[src/rtl/core/sli_pkg.sv]
// Shared types and constants for the sorted insertion list.
package sli_pkg;

   localparam int DATA_W = 32;
   localparam int POS_W  = 4;

   typedef logic signed [DATA_W-1:0] data_type;

   typedef enum logic [1:0] {
      CELL_HOLD,
      CELL_INSERT,
      CELL_ROT_LEFT,
      CELL_ROT_RIGHT
   } cell_op_type;

   typedef struct packed {
      cell_op_type op;
      data_type    new_value;
   } cell_ctrl_type;

endpackage

[src/rtl/core/sli_cell.sv]
// One storage cell of the sorted list ring: compare, insert shift and rotate.
module sli_cell
   import sli_pkg::*;
#(
   parameter int INDEX = 0,
   parameter int CNT_W = 5
) (
   input  logic          clock,
   input  cell_ctrl_type ctrl,
   input  logic [CNT_W-1:0] count,
   input  data_type      prev_value,
   input  logic          prev_gt,
   input  data_type      next_value,
   output data_type      value,
   output logic          gt
);

   data_type value_ff;
   data_type value_in;
   logic     occupied;
   logic     at_end;

   assign occupied = CNT_W'(INDEX) < count;
   assign at_end   = CNT_W'(INDEX) == count;
   assign gt       = occupied && (value_ff > ctrl.new_value);
   assign value    = value_ff;

   always_comb begin
      value_in = value_ff;
      case (ctrl.op)
         CELL_INSERT: begin
            // shift up behind the insertion point, take the new value at it
            if (prev_gt) begin
               value_in = prev_value;
            end else if (gt || at_end) begin
               value_in = ctrl.new_value;
            end
         end
         CELL_ROT_LEFT:  value_in = next_value;
         CELL_ROT_RIGHT: value_in = prev_value;
         default:        value_in = value_ff;
      endcase
   end

   always_ff @(posedge clock) begin
      value_ff <= value_in;
   end

endmodule

[src/rtl/core/sorted_list_insert_core.sv]
// Sorted insertion list: each item enters a ring of cells, then the list is emitted both ways.
// The first result appears the cycle after the transfer; insertion takes place at that edge.
// An item holding n stored values (after insert) yields 2n results as the cell ring rotates
// left then right, one per cycle; busy is high while they are emitted.
// Start is taken only while idle; a full list drops the item and flags rsp_overflow.
// Reset clears the entry count and control; cell contents stay undefined until written.
module sorted_list_insert_core
   import sli_pkg::*;
#(
   parameter int DEPTH = 16
) (
   input  logic             clock,
   input  logic             reset,
   input  logic             start,
   output logic             busy,
   input  logic signed [DATA_W-1:0] req_value,
   output logic             rsp_valid,
   output logic signed [DATA_W-1:0] rsp_element,
   output logic [POS_W-1:0] rsp_position,
   output logic             rsp_descending,
   output logic             rsp_overflow,
   output logic             rsp_last
);

   localparam int CNT_W = $clog2(DEPTH + 1);
   localparam int IDX_W = $clog2(DEPTH);

   typedef enum logic [1:0] {
      ST_IDLE,
      ST_ASC,
      ST_DESC
   } state_type;

   state_type        state_ff;
   logic [CNT_W-1:0] count_ff;
   logic [IDX_W-1:0] pos_ff;
   logic             ovf_ff;

   logic             accept;
   logic             full;
   cell_ctrl_type    ctrl;
   data_type         cell_value [DEPTH];
   logic             cell_gt    [DEPTH];

   assign accept = start && (state_ff == ST_IDLE);
   assign full   = count_ff == CNT_W'(DEPTH);

   always_comb begin
      ctrl.new_value = req_value;
      case (state_ff)
         ST_IDLE: ctrl.op = (accept && !full) ? CELL_INSERT : CELL_HOLD;
         ST_ASC:  ctrl.op = CELL_ROT_LEFT;
         ST_DESC: ctrl.op = CELL_ROT_RIGHT;
         default: ctrl.op = CELL_HOLD;
      endcase
   end

   for (genvar i = 0; i < DEPTH; i++) begin : g_cell
      localparam int PREV = (i == 0) ? DEPTH - 1 : i - 1;
      localparam int NEXT = (i == DEPTH - 1) ? 0 : i + 1;

      sli_cell #(
         .INDEX (i),
         .CNT_W (CNT_W)
      ) u_cell (
         .clock      (clock),
         .ctrl       (ctrl),
         .count      (count_ff),
         .prev_value (cell_value[PREV]),
         .prev_gt    ((i == 0) ? 1'b0 : cell_gt[PREV]),
         .next_value (cell_value[NEXT]),
         .value      (cell_value[i]),
         .gt         (cell_gt[i])
      );
   end

   always_ff @(posedge clock) begin
      if (reset) begin
         state_ff <= ST_IDLE;
         count_ff <= '0;
         pos_ff   <= '0;
         ovf_ff   <= 1'b0;
      end else begin
         case (state_ff)
            ST_IDLE: begin
               if (accept) begin
                  ovf_ff   <= full;
                  pos_ff   <= '0;
                  state_ff <= ST_ASC;
                  if (!full) begin
                     count_ff <= count_ff + CNT_W'(1);
                  end
               end
            end
            ST_ASC: begin
               // hold position at the top element for the first descending result
               if (CNT_W'(pos_ff) == count_ff - CNT_W'(1)) begin
                  state_ff <= ST_DESC;
               end else begin
                  pos_ff <= pos_ff + IDX_W'(1);
               end
            end
            ST_DESC: begin
               if (pos_ff == '0) begin
                  state_ff <= ST_IDLE;
               end else begin
                  pos_ff <= pos_ff - IDX_W'(1);
               end
            end
            default: state_ff <= ST_IDLE;
         endcase
      end
   end

   assign busy           = state_ff != ST_IDLE;
   assign rsp_valid      = busy;
   assign rsp_descending = state_ff == ST_DESC;
   assign rsp_element    = rsp_descending ? cell_value[DEPTH-1] : cell_value[0];
   assign rsp_position   = POS_W'(pos_ff);
   assign rsp_overflow   = ovf_ff;
   assign rsp_last       = rsp_descending && (pos_ff == '0);

endmodule

[config.mk]
export PLATFORM = sky130hd
export DESIGN_NAME = sorted_list_insert_core
export DESIGN_NICKNAME = d
export VERILOG_FILES = /design/src/rtl/core/sli_pkg.sv /design/src/rtl/core/sli_cell.sv /design/src/rtl/core/sorted_list_insert_core.sv
export SDC_FILE = /design/constraint.sdc
export NUM_CORES = 2
export LEC_CHECK = 0
export ABC_AREA = 0
export BUFFER_PORTS_ARGS = -buffer_cell sky130_fd_sc_hd__buf_2
export CORE_MARGIN = 2
export CORE_UTILIZATION = 61
export CTS_BUF_LIST = sky130_fd_sc_hd__clkbuf_8
export DETAILED_ROUTE_END_ITERATION = 12
export PLACE_DENSITY = 0.78
export SLEW_MARGIN = 40
export SYNTH_ARGS = -nofsm -noshare
export SYNTH_HDL_FRONTEND = slang
export SYNTH_SLANG_ARGS = --single-unit
[constraint.sdc]
create_clock -name clock -period 10.5 [get_ports clock]
set_input_delay 1.05 -clock clock [delete_from_list [all_inputs] [get_ports clock]]
set_output_delay 1.05 -clock clock [all_outputs]
set_load 0.01 [all_outputs]
## Word-level counts from Yosys, hierarchy flattened

Cells that the tools add are included.

| word-level totals | value |
|---|---|
| register bits after elaboration | 524 |
| bits in latches | 0 |
| bits in writable memories | 0 |
| bits in read-only memories | 0 |
| input bits | 35 |
| memories | 0 |

| operators by class | value |
|---|---|
| add/sub/neg operators | 4 |
| $mul | 0 |
| div/mod/pow operators | 0 |
| $lt $le $gt $ge | 32 |
| equality and inequality tests | 43 |
| shifts and indexed selects | 0 |
| muxes and demuxes | 58 |
| bitwise logic cells | 1 |
| reduce and logical (&&, ||, !) cells | 62 |

Operators by type and width:

| kind | number |
|---|---|
| 32-bit one-hot mux with 3 select lines | 16 |
| 32-bit two-way mux | 32 |
| 32-bit greater-than comparator | 16 |
| 3-bit by 1-bit != test with 1-bit output (second input constant) | 15 |
| 4-bit by 5-bit == test with 1-bit output (first input constant) | 8 |
| 4-bit by 5-bit < comparator with 1-bit output (first input constant) | 8 |
| 2-bit AND reduction | 17 |
| 3-bit by 5-bit == test with 1-bit output (first input constant) | 4 |
| 3-bit by 5-bit < comparator with 1-bit output (first input constant) | 4 |
| 1-bit logical AND | 19 |
| 1-bit logical OR | 16 |
| 4-bit two-way mux | 3 |
| 2-bit one-hot mux with 3 select lines | 2 |
| 4-bit one-hot mux with 3 select lines | 1 |
| 2-bit by 5-bit == test with 1-bit output (first input constant) | 2 |
| 1-bit by 5-bit < comparator with 1-bit output (first input constant) | 2 |
| 2-bit by 5-bit < comparator with 1-bit output (first input constant) | 2 |
| 2-bit != test (second input constant) | 4 |
| 2-bit == test (second input constant) | 3 |
| 2-bit two-way mux | 3 |
| 3-bit AND reduction | 2 |
| 3-bit nonzero test | 2 |
| 5-bit by 1-bit adder with 5-bit output (second input constant) | 1 |
| 1-bit by 5-bit == test with 1-bit output (first input constant) | 1 |
| other kinds (15) | 17 |

## Logic depth before layout (Yosys ltp)

| logic depth | value |
|---|---|
| depth in word-level cells | 8 |
| mapped depth | 13 |

## Modules after synthesis

From an unflattened synthesis, not the netlist that was laid out.

| unflattened totals | value |
|---|---|
| cell total of the unflattened synthesis | 4998 |
| area total of the unflattened synthesis | 45398.5 sq um |

By module, submodules not included:

| module | instances | cells each | area an instance (sq um) | seq. area each (sq um) |
|---|---|---|---|---|
| sli_cell at g_cell[11].u_cell | 1 | 309 | 2795.2 | 960.9 |
| sli_cell at g_cell[3].u_cell | 1 | 304 | 2783.9 | 960.9 |
| sli_cell at g_cell[7].u_cell | 1 | 304 | 2782.7 | 960.9 |
| sli_cell at g_cell[10].u_cell | 1 | 305 | 2772.7 | 960.9 |
| sli_cell at g_cell[4].u_cell | 1 | 304 | 2771.4 | 960.9 |
| sli_cell at g_cell[6].u_cell | 1 | 303 | 2771.4 | 960.9 |
| sli_cell at g_cell[2].u_cell | 1 | 305 | 2755.1 | 960.9 |
| sli_cell at g_cell[14].u_cell | 1 | 303 | 2748.9 | 960.9 |
| sli_cell at g_cell[8].u_cell | 1 | 305 | 2745.1 | 960.9 |
| sli_cell at g_cell[9].u_cell | 1 | 302 | 2742.6 | 960.9 |
| sli_cell at g_cell[1].u_cell | 1 | 300 | 2741.4 | 960.9 |
| sli_cell at g_cell[0].u_cell | 1 | 304 | 2740.1 | 960.9 |
| sli_cell at g_cell[5].u_cell | 1 | 301 | 2740.1 | 960.9 |
| sli_cell at g_cell[12].u_cell | 1 | 304 | 2737.6 | 960.9 |
| 3 more rows | - | - | - | - |

## Worst setup path before layout

No wires, ideal clock.

| path | value |
|---|---|
| path type | input to register |
| from | in req_value[9] |
| to | reg g_cell[15].u_cell.value_ff[0], enable pin |
| arrival | 6.706 ns |
| required time | 9.967 ns |
| setup slack | 3.261 ns |
| stages on the path | 11 |
| buffers on the path | 1 |
| cell sequence | buf_2 inv_1 ha_1 a21o_1 nand3_1 a21oi_1 a2111oi_0 o21ai_0 a211oi_1 xnor2_1 o311ai_0 |

| between the ends | value |
|---|---|
| longest elaborated chain between the ends | 5 |
| elaborated cells on any way between the ends | 7 |

Ends and longest elaborated chain:

| item | RTL line | RTL |
|---|---|---|
| start, declared | sorted_list_insert_core.sv:16 | `input logic signed [DATA_W-1:0] req_value,` |
| 32-bit greater-than comparator | sli_cell.sv:25 | `assign gt = occupied && (value_ff > ctrl.new_value);` |
| 1-bit logical AND | sli_cell.sv:25 |  |
| 1-bit logical OR | sli_cell.sv:35 | `end else if (gt \|\| at_end) begin` |
| 3-bit by 1-bit != test with 1-bit output (no source line) (*) | - |  |
| 2-bit AND reduction (no source line) (*) | - |  |
| end signal, assigned | sli_cell.sv:46 | `value_ff <= value_in;` |
| end, declared | sli_cell.sv:18 | `data_type value_ff;` |

Mark *: on every way between the ends. The rest lies on a longest branch, timed or not.
A chain may end at the register's enable or synchronous reset.

## Worst setup path in the final report

| path | value |
|---|---|
| from | in req_value[11] |
| to | reg g_cell[6].u_cell.value_ff[4], enable pin |

| between the ends | value |
|---|---|
| longest elaborated chain between the ends | 5 |
| elaborated cells on any way between the ends | 7 |

Ends and longest elaborated chain:

| item | RTL line |
|---|---|
| 32-bit greater-than comparator | sli_cell.sv:25 |
| 1-bit logical AND | sli_cell.sv:25 |
| 1-bit logical OR | sli_cell.sv:35 |
| 3-bit by 1-bit != test with 1-bit output (no source line) (*) | - |
| 2-bit AND reduction (no source line) (*) | - |
| end signal, assigned | sli_cell.sv:46 |
| end, declared | sli_cell.sv:18 |

Marked as above.

==> run metrics <==
status completed; final period utilization 56.6%; total power per unit cell area 351 nW/um^2; clock sinks ~520; Place WS 4230 ps; setup TNS 0 ps; Crit Path Category in -> reg; WP data arrival 6280 ps; clock latency on the worst-skew pair 750 ps; setup bufs post-CTS 0; register clock-pin slew on the reported worst setup and hold paths 60 ps; CTS H-tree depth 3; Hold Vio Cnt, Final 0; commonest non-fill, non-tap cell in the layout a21oi_1; DRT antenna net count 0; Initial Util 61.4%; FF-to-FF Start g_cell[5].u_cell.value[31]; 1st-pass router iterations 8; actual slew at the worst max-slew pin 984 ps; Fillers between 5,000 and 6,000; DRT Wirelength 164 mm; R2R depth 10; Leakage 17.2 nW; DRC Markers 0; worst hold path endpoint rsp_overflow; Syn Inst Count 3,907; Synthesized Nets 4,469; Synth cell types 86; setup violators final 0; final core occ 66.2%; max-cap violation count 0; Inst Count DP 4,613; TritonCTS Buffers 97; minimum clock period 5940 ps; nets@finish 4,410; Core Area 66,900 um^2; Post-synth top flop edfxtp_1; FF-to-FF End g_cell[5].u_cell.value[12]; routed length per instance between 30 and 40 um; initial antenna violation count 6; drt via density 7.97; WP depth 13; setup ws final 4560 ps; Yosys reg bits 524; GPL Wtd Cong 1.02; Cell Area, Synth roughly 41,000 um^2; total global routing overflow 0; Die H about 260 um; die area 69,500 um^2; via count 38,300; CTS Buffer Depth 3; Ys Warns 0; WP data required roughly 11,000 ps; placed cell areas 42,200 um^2; worst-path fanout max 34; Post-DP HPWL between 100 and 150 mm; Crit. End Element flip-flop; CTS resizes 0; clk_skew 42.1 ps; Post-synth EDFFs 512; Total Routing Usage GR 45.7%; fin cells 4,808; WP buf/inv 4; input/output buffers 75; Synth Area per Inst 10.5 um^2; TritonCTS clock tree yes; slew margin rel. 34.2%; CP max stage delay 780 ps; design area roughly 44,000 um^2; RSZ-0062 raised after global routing no; Reg2Reg Setup Slack 5520 ps; DRT iter0 DRCs just under 7,000; Die X around 260 um; vias in the first global route between 30,000 and 40,000; fraction of layout cells with a size suffix above 1 9.73%; Peak VDD IR 0.261 mV; Hold Crit Depth 2; Critical Path Start Type primary input; crit-path cells buf_2 > clkinv_1 > ha_1 > and4_1 > nor3b_1 > a21bo_1 > o211ai_1 > a211oi_2 > mux2i_4 > buf_4 > nor2_1 > a31oi_4 > buf_4; CTS root buffer clkbuf_8; hold path start rsp_overflow; IO Pins 76; CP delay by family, top buffers and inverters; Core Rows 95; first-pass GRT wire length approximately 240 mm; largest net degree at the start of global routing 204; CP dominant cell by count buf_4; most frequent cells in the layout 549 x a21oi_1, 522 x ha_1, 512 x edfxtp_1; Critical-path top delay cell nor3b_1; Highest Clock Rate 168 MHz; Layout area overhead 7.76%; hold crit path type reg -> reg; async set or reset register ratio after synthesis 0%; Hold Buf Count CTS 0; Max Transition Viols Final 0; sequential-to-total area share from yosys stat 38.0%
## worst reg2reg max path: stages (launching register included)
cell and delay (ps):
edfxtp_1 490, ha_1 410, nand4_1 210, nor4_1 840, and2_1 350, o41a_1 360
nor4_2 120, nor2_4 420, buf_4 750, a31oi_4 150, buf_4 380
## worst max-delay path by stage
stage                        from                    endpoint  slack (ps)
floorplan            req_value[9]  g_cell[15].u_cell.value[0]        3260
CTS                  req_value[8]   g_cell[6].u_cell.value[4]        4980
global route        req_value[11]   g_cell[6].u_cell.value[4]        4690
detailed placement   req_value[8]  g_cell[6].u_cell.value[10]        4230
finish              req_value[11]   g_cell[6].u_cell.value[4]        4560
global placement     req_value[7]  g_cell[6].u_cell.value[12]        4300
## synth_stat cells (15+ instances only)
cell type / instances / share of area (%)
clkbuf_1: 221 / 2.0
nor3_1: 44 / 0.54
inv_1: 71 / 0.65
a221o_1: 137 / 3.3
o21ai_0: 88 / 1.1
nor4_1: 21 / 0.32
a211oi_1: 16 / 0.29
a31oi_1: 17 / 0.26
mux2i_1: 327 / 8.0
ha_1: 526 / 16
a21o_1: 74 / 1.4
nand4_1: 93 / 1.4
nor2b_1: 20 / 0.30
o211ai_1: 26 / 0.47
and4_1: 15 / 0.32
nor2_1: 184 / 1.7
nand3_1: 55 / 0.67
a221oi_1: 350 / 7.5
edfxtp_1: 512 / 37
a22oi_1: 126 / 2.3
buf_2: 61 / 0.74
nand2_1: 128 / 1.2
a21oi_1: 551 / 6.7
buf_4: 16 / 0.29
mux2_2: 33 / 0.90
a22o_1: 22 / 0.47
## logic make-up after synthesis
| logic type | after synthesis | share of synthesized area (%) |
|---|---|---|
| simple gates | 615 | 7.48 |
| flops | 524 | 38.0 |
| xor+xnor | 12 | 0.256 |
| fa+ha+maj | 527 | 16.1 |
| compound gates | 1484 | 25.3 |
| buf+inv | 384 | 4.03 |
| mux | 361 | 8.90 |
## layout make-up
class	count	area [um^2]	area share, %
Clock buffer	102	1400	3.17
Timing Repair Buffer	154	1200	2.72
Sequential cell	524	15600	35.2
Clock inverter	77	445	1.01
Inverter	72	278	0.627
Multi-Input combinational cell	2999	24200	54.7
Tap cell	873	1090	2.47
Antenna cell	7	17.5	0.0395
## per-stage QoR
stage               total power, mW  hold WS [ps]
floorplan                      10.0           524
global placement               12.8           491
detailed placement             13.0           508
CTS                            15.0           519
global route                   16.2           583
finish                         15.6           523
## where the power goes
group	switching (mW)	internal, mW
Clock	1.01	0.999
Sequential	1.74	4.19
Combinational	4.96	2.65
## metal layers
layer  vias to the layer above  wire length, um  GRT usage [%]
met1                     18100            56900           56.9
met5                         -               91              0
met4                         6            15200           34.2
li1                      16000                -              -
met2                      3345            70100           68.3
met3                       874            22100           12.2
## registers in the layout, indices dropped and copies added, names as in the netlist
register,flops
count_ff,5
g_cell.u_cell.value,512
rsp_overflow,1
rsp_position,4
state_ff,2
Note: power is estimated with default switching activity, not from simulation.
